`config.mk`:
```
export PLATFORM = sky130hd
export DESIGN_NAME = least_loaded_server_dispatch
export DESIGN_NICKNAME = d
export VERILOG_FILES = /design/src/rtl/lls_pkg.sv /design/src/rtl/lls_seq.sv /design/src/rtl/least_loaded_server_dispatch.sv
export SDC_FILE = /design/constraint.sdc
export NUM_CORES = 2
export LEC_CHECK = 0
export ABC_AREA = 1
export BUFFER_PORTS_ARGS = -buffer_cell sky130_fd_sc_hd__buf_4
export CAP_MARGIN = 20
export CORE_MARGIN = 4
export CORE_UTILIZATION = 30
export DETAILED_ROUTE_END_ITERATION = 7
export MAX_ROUTING_LAYER = met4
export RECOVER_POWER = 25
export SKIP_LAST_GASP = 1
export SLEW_MARGIN = 20
export SYNTH_ARGS = -nofsm -noshare
export SYNTH_HDL_FRONTEND = slang
export SYNTH_SLANG_ARGS = --single-unit
```
`constraint.sdc`:
```
create_clock -name i_clk -period 5.8 [get_ports i_clk]
set_input_delay 0.58 -clock i_clk [delete_from_list [all_inputs] [get_ports i_clk]]
set_output_delay 0.58 -clock i_clk [all_outputs]
set_load 0.005 [all_outputs]
```
`src/rtl/lls_pkg.sv`:
```
// Shared package for the least-loaded server dispatcher.
// Holds sizes, the microcode control word, the control program and helpers.
// No dependencies; every other file imports it.
package lls_pkg;

    localparam int MAX_SERVERS = 64;
    localparam int LOAD_W      = 32;
    localparam int TIME_W      = 16;
    localparam int SRV_W       = 7;
    localparam int IDX_W       = $clog2(MAX_SERVERS);
    localparam int CNT_W       = IDX_W + 1;
    localparam int STEP_W      = 3;

    typedef logic [STEP_W-1:0] t_step;
    typedef logic [IDX_W-1:0]  t_idx;
    typedef logic [CNT_W-1:0]  t_cnt;
    typedef logic [LOAD_W-1:0] t_load;

    typedef enum logic [2:0] {
        UOP_LOAD,
        UOP_SCAN,
        UOP_DRAIN,
        UOP_ADD,
        UOP_FINISH
    } t_uop;

    typedef enum logic [2:0] {
        COND_NEVER,
        COND_ALWAYS,
        COND_NO_ACC,
        COND_NOT_LAST,
        COND_OUT_BUSY
    } t_cond;

    typedef struct packed {
        t_uop  op;
        t_cond cond;
        t_step target;
    } t_uword;

    typedef struct packed {
        logic in_acc;
        logic last_addr;
        logic out_busy;
    } t_lls_stat;

    localparam t_step ST_IDLE   = t_step'(0);
    localparam t_step ST_SCAN   = t_step'(1);
    localparam t_step ST_DRAIN  = t_step'(2);
    localparam t_step ST_ADD    = t_step'(3);
    localparam t_step ST_FINISH = t_step'(4);

    // A taken jump goes to target; otherwise the step counter advances by one.
    function automatic t_uword ucode_rom(input t_step step);
        t_uword w;
        unique case (step)
            ST_IDLE:   w = '{op: UOP_LOAD,   cond: COND_NO_ACC,   target: ST_IDLE};
            ST_SCAN:   w = '{op: UOP_SCAN,   cond: COND_NOT_LAST, target: ST_SCAN};
            ST_DRAIN:  w = '{op: UOP_DRAIN,  cond: COND_NEVER,    target: ST_IDLE};
            ST_ADD:    w = '{op: UOP_ADD,    cond: COND_OUT_BUSY, target: ST_ADD};
            ST_FINISH: w = '{op: UOP_FINISH, cond: COND_ALWAYS,   target: ST_IDLE};
            default:   w = '{op: UOP_FINISH, cond: COND_ALWAYS,   target: ST_IDLE};
        endcase
        return w;
    endfunction

    // Server count zero acts as one; counts above the array size saturate.
    function automatic t_cnt clamp_count(input logic [SRV_W-1:0] raw);
        t_cnt c;
        if (raw == '0) begin
            c = t_cnt'(1);
        end else if (32'(raw) > 32'(MAX_SERVERS)) begin
            c = t_cnt'(MAX_SERVERS);
        end else begin
            c = t_cnt'(raw);
        end
        return c;
    endfunction

endpackage

```
`src/rtl/lls_seq.sv`:
```
// Microcode sequencer for the dispatcher: step counter, control ROM, jump logic.
// Depends on lls_pkg for the control word, status struct and program.
module lls_seq (
    input  logic               i_clk,
    input  logic               i_rst_n,
    input  lls_pkg::t_lls_stat i_stat,
    output lls_pkg::t_uop      o_uop
);
    import lls_pkg::*;

    t_step  r_step;
    t_step  n_step;
    t_uword w_word;
    logic   w_take;

    always_comb begin
        w_word = ucode_rom(r_step);
        unique case (w_word.cond)
            COND_NEVER:    w_take = 1'b0;
            COND_ALWAYS:   w_take = 1'b1;
            COND_NO_ACC:   w_take = !i_stat.in_acc;
            COND_NOT_LAST: w_take = !i_stat.last_addr;
            COND_OUT_BUSY: w_take = i_stat.out_busy;
            default:       w_take = 1'b1;
        endcase
        n_step = w_take ? w_word.target : r_step + t_step'(1);
        o_uop  = w_word.op;
    end

    always_ff @(posedge i_clk) begin
        if (!i_rst_n) begin
            r_step <= ST_IDLE;
        end else begin
            r_step <= n_step;
        end
    end

endmodule

```
`src/rtl/least_loaded_server_dispatch.sv`:
```
// Top level of the least-loaded server dispatcher: busy-time memory and datapath.
// Depends on lls_pkg and on lls_seq, which steps the control program.
//
//  channel  | handshake                | payload
//  ---------+--------------------------+-----------------------------------------
//  input    | i_valid / o_stall        | i_service_time, i_last_of_case
//  output   | o_valid / i_stall        | o_assigned_server, o_next_server
//  config   | i_cfg_valid / o_cfg_ready| i_cfg_data (num_servers)
//
// Each accepted item passes the scan, drain, add and finish steps before another is taken;
// the scan reads the clamped count of busy times, one per cycle, from the single read port.
// The scan tracks the least and second-least entries, so the following server needs no
// second pass. Reset is synchronous and leaves every busy time at zero through valid bits.
// A held output delays the memory write-back step until the output register is free.
module least_loaded_server_dispatch (
    input  logic                      i_clk,
    input  logic                      i_rst_n,
    input  logic                      i_valid,
    output logic                      o_stall,
    input  logic [lls_pkg::TIME_W-1:0] i_service_time,
    input  logic                      i_last_of_case,
    output logic                      o_valid,
    input  logic                      i_stall,
    output logic [lls_pkg::SRV_W-1:0] o_assigned_server,
    output logic [lls_pkg::SRV_W-1:0] o_next_server,
    input  logic                      i_cfg_valid,
    output logic                      o_cfg_ready,
    input  logic [lls_pkg::SRV_W-1:0] i_cfg_data
);
    import lls_pkg::*;

    t_uop       w_uop;
    t_lls_stat  w_stat;
    logic       w_acc;

    logic [SRV_W-1:0]       r_num;
    t_cnt                   r_cnt;
    logic [TIME_W-1:0]      r_time;
    logic                   r_last;
    t_idx                   r_addr;
    logic                   r_pend;
    t_idx                   r_pidx;
    logic                   r_first;
    t_load                  r_b;
    t_idx                   r_bi;
    t_load                  r_s;
    t_idx                   r_si;
    logic                   r_sv;
    t_load                  n_b;
    t_idx                   n_bi;
    t_load                  n_s;
    t_idx                   n_si;
    logic                   n_sv;
    t_load                  r_newv;
    t_load                  r_mem [MAX_SERVERS];
    logic [MAX_SERVERS-1:0] r_vld;
    t_load                  r_rd_data;
    logic                   r_rd_vld;
    logic                   r_ovld;
    logic [SRV_W-1:0]       r_asg;
    logic [SRV_W-1:0]       r_nxt;
    t_load                  w_x;
    logic [LOAD_W:0]        w_sum;
    t_idx                   w_next_idx;

    lls_seq u_seq (
        .i_clk   (i_clk),
        .i_rst_n (i_rst_n),
        .i_stat  (w_stat),
        .o_uop   (w_uop)
    );

    assign o_stall     = (w_uop != UOP_LOAD);
    assign w_acc       = i_valid && !o_stall;
    assign o_cfg_ready = 1'b1;

    assign w_stat.in_acc    = w_acc;
    assign w_stat.last_addr = (t_cnt'(r_addr) == r_cnt - t_cnt'(1));
    assign w_stat.out_busy  = r_ovld && i_stall;

    always_ff @(posedge i_clk) begin
        if (!i_rst_n) begin
            r_num <= SRV_W'(1);
        end else if (i_cfg_valid && o_cfg_ready) begin
            r_num <= i_cfg_data;
        end
    end

    // Busy-time memory; an entry whose valid bit is clear reads as zero.
    always_ff @(posedge i_clk) begin
        r_rd_data <= r_mem[r_addr];
        r_rd_vld  <= r_vld[r_addr];
        if (w_uop == UOP_FINISH) begin
            r_mem[r_bi] <= r_newv;
        end
    end

    always_ff @(posedge i_clk) begin
        if (!i_rst_n) begin
            r_vld <= '0;
        end else if (w_uop == UOP_FINISH) begin
            if (r_last) begin
                r_vld <= '0;
            end else begin
                r_vld[r_bi] <= 1'b1;
            end
        end
    end

    assign w_x = r_rd_vld ? r_rd_data : '0;

    always_comb begin
        n_b  = r_b;
        n_bi = r_bi;
        n_s  = r_s;
        n_si = r_si;
        n_sv = r_sv;
        if (r_pend) begin
            priority if (r_first) begin
                n_b  = w_x;
                n_bi = r_pidx;
                n_sv = 1'b0;
            end else if (w_x < r_b) begin
                n_s  = r_b;
                n_si = r_bi;
                n_sv = 1'b1;
                n_b  = w_x;
                n_bi = r_pidx;
            end else if (!r_sv || w_x < r_s) begin
                n_s  = w_x;
                n_si = r_pidx;
                n_sv = 1'b1;
            end else begin
                n_sv = r_sv;
            end
        end
    end

    always_ff @(posedge i_clk) begin
        if (!i_rst_n) begin
            r_pend  <= 1'b0;
            r_first <= 1'b1;
        end else begin
            unique case (w_uop)
                UOP_LOAD: begin
                    r_pend  <= 1'b0;
                    r_first <= 1'b1;
                end
                UOP_SCAN: begin
                    r_pend <= 1'b1;
                    if (r_pend) begin
                        r_first <= 1'b0;
                    end
                end
                UOP_DRAIN: begin
                    r_pend  <= 1'b0;
                    r_first <= 1'b0;
                end
                default: begin
                    r_pend <= 1'b0;
                end
            endcase
        end
    end

    assign w_sum = {1'b0, r_b} + (LOAD_W + 1)'(r_time);

    always_ff @(posedge i_clk) begin
        r_b    <= n_b;
        r_bi   <= n_bi;
        r_s    <= n_s;
        r_si   <= n_si;
        r_sv   <= n_sv;
        r_pidx <= r_addr;
        if (w_acc) begin
            r_cnt  <= clamp_count(r_num);
            r_time <= i_service_time;
            r_last <= i_last_of_case;
            r_addr <= '0;
        end else if (w_uop == UOP_SCAN) begin
            r_addr <= r_addr + t_idx'(1);
        end
        if (w_uop == UOP_ADD) begin
            r_newv <= w_sum[LOAD_W] ? '1 : w_sum[LOAD_W-1:0];
        end
    end

    always_comb begin
        priority if (!r_sv) begin
            w_next_idx = r_bi;
        end else if (r_newv < r_s) begin
            w_next_idx = r_bi;
        end else if (r_newv == r_s && r_bi < r_si) begin
            w_next_idx = r_bi;
        end else begin
            w_next_idx = r_si;
        end
    end

    always_ff @(posedge i_clk) begin
        if (!i_rst_n) begin
            r_ovld <= 1'b0;
        end else if (w_uop == UOP_FINISH) begin
            r_ovld <= 1'b1;
        end else if (r_ovld && !i_stall) begin
            r_ovld <= 1'b0;
        end
    end

    always_ff @(posedge i_clk) begin
        if (w_uop == UOP_FINISH) begin
            r_asg <= SRV_W'(t_cnt'(r_bi) + t_cnt'(1));
            r_nxt <= SRV_W'(t_cnt'(w_next_idx) + t_cnt'(1));
        end
    end

    assign o_valid           = r_ovld;
    assign o_assigned_server = r_asg;
    assign o_next_server     = r_nxt;

endmodule

```
==> impl_metrics.ini <==
[place]
port_buffers = 44
place_congestion = 0.911
dp_hpwl_um = 158000
placed_cells = 11100

[cts]
post-cts-setup-buffer-count = 0
clk_pin_slew_worst_paths_ns = 0.06
clock_tree.htree_level_count = 4
cts_buffer_depth = 4
hold_buffers = 25
cts_tree = yes
clock_latency_ns = 0.90
ctsResizeCount = 0
cts_num_sinks = 2317
numCtsBuffers = 226
cts_root_buf = clkbuf_16

[min_path]
min_from = i_cfg_data[5]
holdPathStages = 3
hold_path_end = r_num[5]
hold_path.class = in2reg

[setup_path]
r2r_end = r_rd_data[14]
crit_chain = clkbuf_1 > inv_2 > buf_4 > a31oi_1 > a22o_1
critPathArrivalTime_ns = 5.89
worstPathMaxFanout = 36
timing.rr.start = r_addr[5]
worstRegToRegCells = 5
reg2reg_slack_ns = 0.67
crit_required_ns = 6.56
critPathKind = reg2reg
slowest_delay_ns = 2.21
slowest_stage = clkbuf_1
cp-start-kind = flop
worstSetupEndpointType = flop

[sta]
period_minus_slack_ns = 5.13
fmax_mhz = 195
fin_skew_ns = 0.0656
worstMarginPinSlew_ns = 3.65
setup_viol = 0
finalMaxSlewViolations = 934
finalSetupTns_ns = 0
slew_headroom_pct = -144
min_period_over_period_pct = 88.5
hold_viol = 0
rsz0062_at_grt = no

[run]
cap_violations = 16

[synthesis]
synth_edf_count = 2195
synth_top_family_by_area = compound AO/OA/AOI/OAI gates
synth-compound-area-share_pct = 12.1
ys_seq_area_share_pct = 73.5
syn-cell-area_sq_um = 93000
syn_inst = 7232
avgSynthCellArea_sq_um = 12.9
synth_ff_type = edfxtp_1
yosysWarnings = 0
syn-num-nets = 7387
async_reset_ff_share_pct = 0
synth_xor_xnor_area_share_pct = 0.160
yosysUniqueCellTypes = 51
ys_ff_latch = 2317
yosys.area_share.simple_pct = 9.26
muxShareOfSynthArea_pct = 0.0215
synthAdderAreaFrac_pct = 1.70

[die]
die_w_um = 565
die_h_um = 565
initial_utilization_pct = 30.1
die-area_sq_um = 319000
coreArea_sq_um = 309000
io_pins = 46
num_rows = 204

[global_route]
grt_pass1_vias = 58500
antenna_found_initial = 18
grt_usage_pct = 16.9
grt_max_degree = 153
grt_pass1_wl_um = 396000
grt_overflow = 0

[detailed_routing]
drt_iter0_markers = 8376
wl_um = 271000
drcViolationCount = 1
antenna_left = 0
wire_per_inst_um = 23.4
vias = 61600
dr.pass1.iters = 8
via_per_inst = 5.33

[cells_and_area]
areaGrowthSynthToFinish_pct = 14.8
instances_no_fill = 11600
drive_gt1_share_pct = 8.74
nets = 7405

[power_and_ir_drop]
p_per_area_nw_per_um2 = 436
irDropWorstVdd_v = 0.000297
p_leak_nw = 34.4

[run_status]
status = complete, but fails checks
violations = DRC, capacitance limit, slew limit
-- how the worst max path moves through the flow --
stage	startpoint	slack, ns	cells after the start	to
after global placement	r_rd_vld	1.36	16	r_s[18]
after detailed placement	r_rd_vld	1.45	16	r_s[18]
final	r_addr[5]	0.67	5	r_rd_data[14]
after CTS	r_rd_vld	1.44	16	r_s[0]
after global routing	r_newv[24]	0.57	15	o_next_server[4]
after floorplan	u_seq.r_step[0]	1.45	8	r_mem[39][0]
-- through the flow --
| stage | total power, W | instance area (sq um) | util [%] | worst slack, ns | hold slack, ns |
|---|---|---|---|---|---|
| after global routing | 0.0485 | 107000 | 34.6 | 0.569 | 0.0479 |
| after CTS | 0.0465 | 107000 | 34.5 | 1.44 | 0.0108 |
| after global placement | 0.0317 | 98300 | 31.8 | 1.36 | 0.411 |
| after floorplan | 0.0274 | 93000 | - | 1.45 | 0.329 |
| final | 0.0465 | 107000 | 34.6 | 0.666 | 0.0747 |
| after detailed placement | 0.0320 | 99100 | 32.1 | 1.45 | 0.421 |
-- registers in the layout, summed over array words and instances, names as in the netlist, 6 cells and up --
register           count
r_bi                   6
r_newv                32
r_num                  7
r_vld                 64
r_pidx                 6
r_si                   6
r_rd_data             32
r_cnt                  7
o_assigned_server      7
r_time                16
o_next_server          7
r_s                   32
r_b                   32
r_addr                 6
r_mem               2048
-- layout by cell type (no fill, tap or decap), types with 138 or more instances in the layout --
cell type / count
a21oi_1: 145
buf_4: 138
clkbuf_16: 233
edfxtp_1: 2195
inv_1: 200
nand2_1: 480
nand3_1: 205
nor2_1: 1253
o21ai_0: 1094
o221ai_1: 210
o22ai_1: 318
-- power by group --
group,internal [W],switching [W]
Clock,0.00830,0.00634
Combinational,0.00333,0.00897
Sequential,0.0191,0.000455
Total,0.0307,0.0158
-- cells by family (layout without fill, tap and decap cells) --
logic type | Yosys count | count (layout)
flops | 2317 | 2317
fa+ha+maj | 126 | 126
xor+xnor | 17 | 17
compound gates | 1942 | 1942
mux | 2 | 2
buf+inv | 690 | 894
simple gates | 2137 | 2137
other cells | 1 | 5
-- cells in the mapped netlist, types with 4 or more instances --
library cell  number  area, sq um
nor4_1             4         25.0
or2_2              8         50.1
a22o_1            15          131
clkbuf_1         258          968
buf_4             13         97.6
a31oi_1           33          206
buf_1             16         60.1
nand2_1          482         1810
xnor2_1            5         43.8
a21oi_1          146          731
o221ai_1         210         1840
o21ai_0         1094         5480
o22ai_1          318         1990
nor3_1            26          130
o21ai_1           49          245
dfxtp_1          122         2440
a21o_1             4         30.0
nand3_1          205         1030
buf_2            158          791
inv_2             16         60.1
edfxtp_1        2195        65900
o211ai_1          55          413
buf_6             24          270
o21a_1             5         37.5
nor2_1          1316         4940
inv_1            198          743
ha_1             125         1560
xor2_1            12          105
nand4_1           86          538
-- critical path, delay by kind of cell (launching register included) --
kind / cells / cell delay [ns]
AO/OA/AOI/OAI: 2 / 1.22
buffers and inverters: 3 / 3.41
flip-flops: 1 / 0.31
-- final cells by class --
cell class / instances / area (sq um)
Antenna cell: 4 / 10.0
Inverter: 217 / 845
Sequential cell: 2317 / 68400
Fill cell: 29600 / 202000
Multi-Input combinational cell: 4225 / 22100
Tap cell: 4120 / 5150
Clock inverter: 107 / 1040
Clock buffer: 307 / 6250
Timing Repair Buffer: 263 / 2950
-- routing by layer --
layer	track usage, %	share of wire [%]	wire [um]
met5	-	0	0
met4	4.78	2.9	7890
met3	3.60	10	28300
met2	24.9	44	120000
met1	23.5	42	115000
(Power assumes the default switching activity.)
